**src/hdl/rmm_pkg.sv**
```systemverilog
// ---------------------------------------------------------------------------
// rmm_pkg: shared types and constants
// Field widths, access codes and address map of the bus-side memory map.
// ---------------------------------------------------------------------------
`default_nettype none

package rmm_pkg;

    // field widths
    localparam int ADDR_W  = 16;
    localparam int DATA_W  = 8;
    localparam int OP_W    = 2;
    localparam int BANK_W  = 2;
    localparam int SHIFT_W = 4;

    localparam int STORE_DEPTH = 1 << ADDR_W;

    // access codes
    localparam logic [OP_W-1:0] OP_READ  = 2'd0;
    localparam logic [OP_W-1:0] OP_WRITE = 2'd1;
    localparam logic [OP_W-1:0] OP_LOAD  = 2'd2;

    // address map
    localparam logic [ADDR_W-1:0] RAM_LO     = 16'h0000;
    localparam logic [ADDR_W-1:0] RAM_HI     = 16'h7FFF;
    localparam logic [ADDR_W-1:0] MODE_LO    = 16'hDF80;
    localparam logic [ADDR_W-1:0] MODE_HI    = 16'hDF87;
    localparam logic [ADDR_W-1:0] SYNC_LO    = 16'hDF88;
    localparam logic [ADDR_W-1:0] SYNC_HI    = 16'hDF8F;
    localparam logic [ADDR_W-1:0] EXP_LO     = 16'hDF90;
    localparam logic [ADDR_W-1:0] EXP_HI     = 16'hDF9F;
    localparam logic [ADDR_W-1:0] SERIAL     = 16'hDF93;
    localparam logic [ADDR_W-1:0] SERIAL_CTL = 16'hDF94;
    localparam logic [ADDR_W-1:0] PAD_ONE    = 16'hDF9C;
    localparam logic [ADDR_W-1:0] PAD_TWO    = 16'hDF9D;
    localparam logic [ADDR_W-1:0] IRQ_LO     = 16'hDFA0;
    localparam logic [ADDR_W-1:0] IRQ_HI     = 16'hDFAF;
    localparam logic [ADDR_W-1:0] BEEP_LO    = 16'hDFB0;
    localparam logic [ADDR_W-1:0] BEEP_HI    = 16'hDFBF;
    localparam logic [ADDR_W-1:0] CART_LO    = 16'hDFC0;
    localparam logic [ADDR_W-1:0] CART_HI    = 16'hDFFF;

    // video mode reads back with the low nibble set
    localparam logic [DATA_W-1:0] MODE_READ_MASK = 8'h0F;

    // gamepad shift counter
    localparam logic [SHIFT_W-1:0] SHIFT_FULL = 4'd8;
    localparam logic [SHIFT_W-1:0] SHIFT_MAX  = 4'd9;

    // controller states
    typedef enum logic [1:0] {
        ST_IDLE = 2'b01,
        ST_EXEC = 2'b10
    } state_t;

    // controller to datapath commands
    typedef struct packed {
        logic capture;
        logic commit;
        logic cfg_write;
    } cmd_t;

endpackage

`default_nettype wire

```
**src/hdl/rmm_ctrl.sv**
```systemverilog
// ---------------------------------------------------------------------------
// rmm_ctrl: access controller
// Sequences capture and commit of one bus transaction and owns the
// handshakes of the request, response and configuration channels.
// ---------------------------------------------------------------------------
`default_nettype none

module rmm_ctrl (
    input  wire logic          clk,
    input  wire logic          rst_n,
    input  wire logic          in_valid,
    output      logic          in_ready,
    output      logic          out_valid,
    input  wire logic          out_ready,
    input  wire logic          cfg_valid,
    output      logic          cfg_ready,
    output      rmm_pkg::cmd_t cmd
);

    rmm_pkg::state_t state_reg, state_next;
    logic            out_valid_reg, out_valid_next;
    logic            can_commit;

    assign in_ready   = (state_reg == rmm_pkg::ST_IDLE);
    assign out_valid  = out_valid_reg;
    assign cfg_ready  = 1'b1;
    assign can_commit = !out_valid_reg || out_ready;

    // command decode
    always_comb
    begin
        cmd.capture   = in_valid && in_ready;
        cmd.commit    = (state_reg == rmm_pkg::ST_EXEC) && can_commit;
        cmd.cfg_write = cfg_valid;
    end

    // next state and output flag
    always_comb
    begin
        state_next     = state_reg;
        out_valid_next = out_valid_reg;
        if (out_valid_reg && out_ready)
        begin
            out_valid_next = 1'b0;
        end
        case (state_reg)
            rmm_pkg::ST_IDLE:
            begin
                if (in_valid)
                begin
                    state_next = rmm_pkg::ST_EXEC;
                end
            end
            rmm_pkg::ST_EXEC:
            begin
                if (can_commit)
                begin
                    state_next     = rmm_pkg::ST_IDLE;
                    out_valid_next = 1'b1;
                end
            end
            default:
            begin
                state_next = rmm_pkg::ST_IDLE;
            end
        endcase
    end

    // control registers
    always_ff @(posedge clk or negedge rst_n)
    begin
        if (!rst_n)
        begin
            state_reg     <= rmm_pkg::ST_IDLE;
            out_valid_reg <= 1'b0;
        end
        else
        begin
            state_reg     <= state_next;
            out_valid_reg <= out_valid_next;
        end
    end

    // an accepted transaction goes to execute and blocks the request side
    a_accept_exec: assert property (@(posedge clk) disable iff (!rst_n)
        (in_valid && in_ready) |=> (state_reg == rmm_pkg::ST_EXEC) && !in_ready)
        else $error("accepted transaction did not enter execute");

    // commit never overwrites a result still waiting
    a_commit_free: assert property (@(posedge clk) disable iff (!rst_n)
        cmd.commit |-> (!out_valid_reg || out_ready))
        else $error("commit while output register is held");

    // a result only appears after an execute cycle
    a_result_src: assert property (@(posedge clk) disable iff (!rst_n)
        $rose(out_valid_reg) |-> $past(state_reg == rmm_pkg::ST_EXEC))
        else $error("result raised without execute");

endmodule

`default_nettype wire

```
**config.mk**
```make
export PLATFORM = sky130hd
export DESIGN_NAME = rmm_ctrl
export DESIGN_NICKNAME = d
export VERILOG_FILES = /design/src/hdl/rmm_pkg.sv /design/src/hdl/rmm_ctrl.sv
export SDC_FILE = /design/constraint.sdc
export NUM_CORES = 1
export LEC_CHECK = 0
export ABC_CLOCK_PERIOD_IN_PS = 1200
export BUFFER_PORTS_ARGS = -buffer_cell sky130_fd_sc_hd__buf_2
export CORE_AREA = 2 2 39 41
export CTS_CLUSTER_SIZE = 8
export DETAILED_ROUTE_END_ITERATION = 16
export DIE_AREA = 0 0 41 43
export HOLD_SLACK_MARGIN = 0.15
export PLACE_DENSITY = 0.42
export SETUP_SLACK_MARGIN = 0.3
export SKIP_CTS_REPAIR_TIMING = 1
export SLEW_MARGIN = 40
export SYNTH_ARGS = -nofsm -noshare
export SYNTH_HDL_FRONTEND = slang
export SYNTH_SLANG_ARGS = --single-unit
```
**constraint.sdc**
```tcl
create_clock -name clk -period 1.2 [get_ports clk]
set_input_delay 0.12 -clock clk [delete_from_list [all_inputs] [get_ports clk]]
set_output_delay 0.12 -clock clk [all_outputs]
set_load 0.02 [all_outputs]
```
==> flow_summary.json <==
{
  "finalSetupViolCount": 0,
  "crit_arrival_ns": 1.08,
  "grt_pass1_wl_microns": 407,
  "syn_area_per_cell_sq_um": 9.76,
  "ios": 11,
  "p_per_area_nw_per_um2": 1530,
  "synth_cell_types": 10,
  "synth_nets": 20,
  "cp_max_fo": 4,
  "worstSetupPathType": "flop to output pin",
  "dieArea_sq_um": 1760,
  "yosys_register_bits": 3,
  "drtAntennaViolNets": 0,
  "clk_latency_ns": 0.23,
  "period_minus_slack_ns": 1.20,
  "cp-end-kind": "output pin",
  "vias": 137,
  "core_sq_um": 1380,
  "clkTransAtPathRegs_ns": 0.04,
  "port_buffers": 7,
  "grt_usage_pct": 4.42,
  "grt_pass1_vias": 111,
  "dieWidth_microns": 41,
  "largest_register_ffs": 2,
  "route.detailed.drc": 0,
  "synth-seq-area-share_pct": 52.1,
  "maxCapViolCount": 0,
  "yosys_warnings": 0,
  "clock_sinks": 3,
  "crit_required_ns": 1.08,
  "ir_drop_mv": 0.396,
  "tritoncts": "done",
  "period_share_pct": 99.9,
  "nNetsFinal": 31,
  "rows": 14,
  "fin_tns_setup_ns": 0,
  "cts_root_buffer": "clkbuf_4",
  "antenna_found_initial": 0,
  "wirelength_microns": 334,
  "syn_inst": 15,
  "fin_cells": 41,
  "antennaDiodeCount": 0,
  "dp_hpwl_microns": 244,
  "whs_ns": 0.213,
  "area_growth_pct": 88.9,
  "clockBufferDepth": 2,
  "netlist_area_sq_um": 146,
  "fin_skew_ns": 0.00316,
  "initial_core_util_pct": 10.6,
  "reg2reg_slack_ns": 0.31,
  "hold_violations": 0,
  "start_kind": "flop",
  "grt_max_degree": 6,
  "cts_buffers": 3,
  "grt_overflow_total": 0,
  "drive_gt1_share_pct": 68.0,
  "dp.cells": 36,
  "power.static_leakage_nw": 0.135,
  "place.gp.congestion": 0.501,
  "status": "complete, no violations",
  "fmax_ghz": 0.834,
  "die_y_microns": 43,
  "dr.pass1.iters": 1,
  "rsz0062_at_grt": "yes",
  "total_power_uw": 422,
  "viasPerCell": 3.34,
  "drtIter0Drc": 0,
  "maxSlewViolCount": 0,
  "hold_path_class": "input port to async pin",
  "wl_per_cell_microns": 8.15,
  "htreeDepth": 1
}
critical path: stages (launching register included):
cell and delay (ns):
dfstp_2 0.54, nand2b_4 0.15, nor2b_4 0.04, buf_6 0.12
through the flow:
| stage | worst slack (ns) | instance area [sq um] | utilization, % |
|---|---|---|---|
| final | 0.00133 | 277 | 20.0 |
| after CTS | -0.0733 | 225 | 16.3 |
| after floorplan | 0.243 | 159 | - |
| after global placement | 0.177 | 199 | 14.4 |
| after detailed placement | 0.186 | 199 | 14.4 |
| after global routing | -0.0382 | 277 | 20.0 |
logic make-up (layout without fill, tap and decap cells):
| family | count (synthesis) | after routing | synth area share, % |
|---|---|---|---|
| other | 1 | 1 | 2.56 |
| DFF | 3 | 3 | 52.1 |
| AOI/OAI and AO/OA | 2 | 2 | 10.3 |
| buffers and inverters | 2 | 12 | 10.3 |
| and+or+nand+nor | 7 | 7 | 24.8 |
layer usage:
metal	GRT usage (%)	part of all wire (%)
met1	3.55	34
met2	4.69	40
met3	3.14	18
met4	8.00	6.3
met5	0	0
cells in the final DEF, fill, tap and decap left out:
cell and count:
nand2b_1 1, nor2b_4 1, nand2_2 1, nor2b_2 1, o22ai_1 1, conb_1 1, clkbuf_1 1, dlygate4sd3_1 1
buf_6 4, nand2b_4 1, dfstp_2 1, dfrtp_1 1, dfrtp_2 1, nand2_1 1, buf_2 3, o22a_1 1
clkbuf_4 3, nor2_4 1
cell usage after synthesis:
| cell | instances | area share [%] |
|---|---|---|
| buf_4 | 2 | 10 |
| conb_1 | 1 | 2.6 |
| dfrtp_1 | 2 | 34 |
| dfstp_2 | 1 | 18 |
| nand2_1 | 2 | 5.1 |
| nand2b_1 | 2 | 8.5 |
| nor2_1 | 1 | 2.6 |
| nor2b_1 | 2 | 8.5 |
| o22a_1 | 1 | 6.0 |
| o22ai_1 | 1 | 4.3 |
path summary, 6_finish.rpt:
| path | startpoint | end | depth (start not counted) |
|---|---|---|---|
| worst min-delay path | rst_n | out_valid$_DFF_PN0_ | 2 |
| worst max-delay path | state_reg[0]$_DFFE_PN1P_ | cmd[1] | 3 |
| max in group asynchronous | rst_n | state_reg[0]$_DFFE_PN1P_ | 2 |
| worst min register to register | out_valid$_DFF_PN0_ | out_valid$_DFF_PN0_ | 2 |
| min in group clk | out_ready | out_valid$_DFF_PN0_ | 3 |
| worst max register to register | state_reg[0]$_DFFE_PN1P_ | state_reg[0]$_DFFE_PN1P_ | 2 |
layout make-up:
type / count / area, sq um
multi-input combinational: 10 / 82.6
fill: 161 / 1110
clock buffer: 4 / 26.3
timing repair buffer: 8 / 70.1
sequential: 3 / 77.6
tap: 16 / 20.0
report_power, final:
part	switching [mW]	internal, mW
clock	0.0523	0.125
sequential	0.0161	0.118
combinational	0.0513	0.0594
Power figures use the tool's default switching activity.
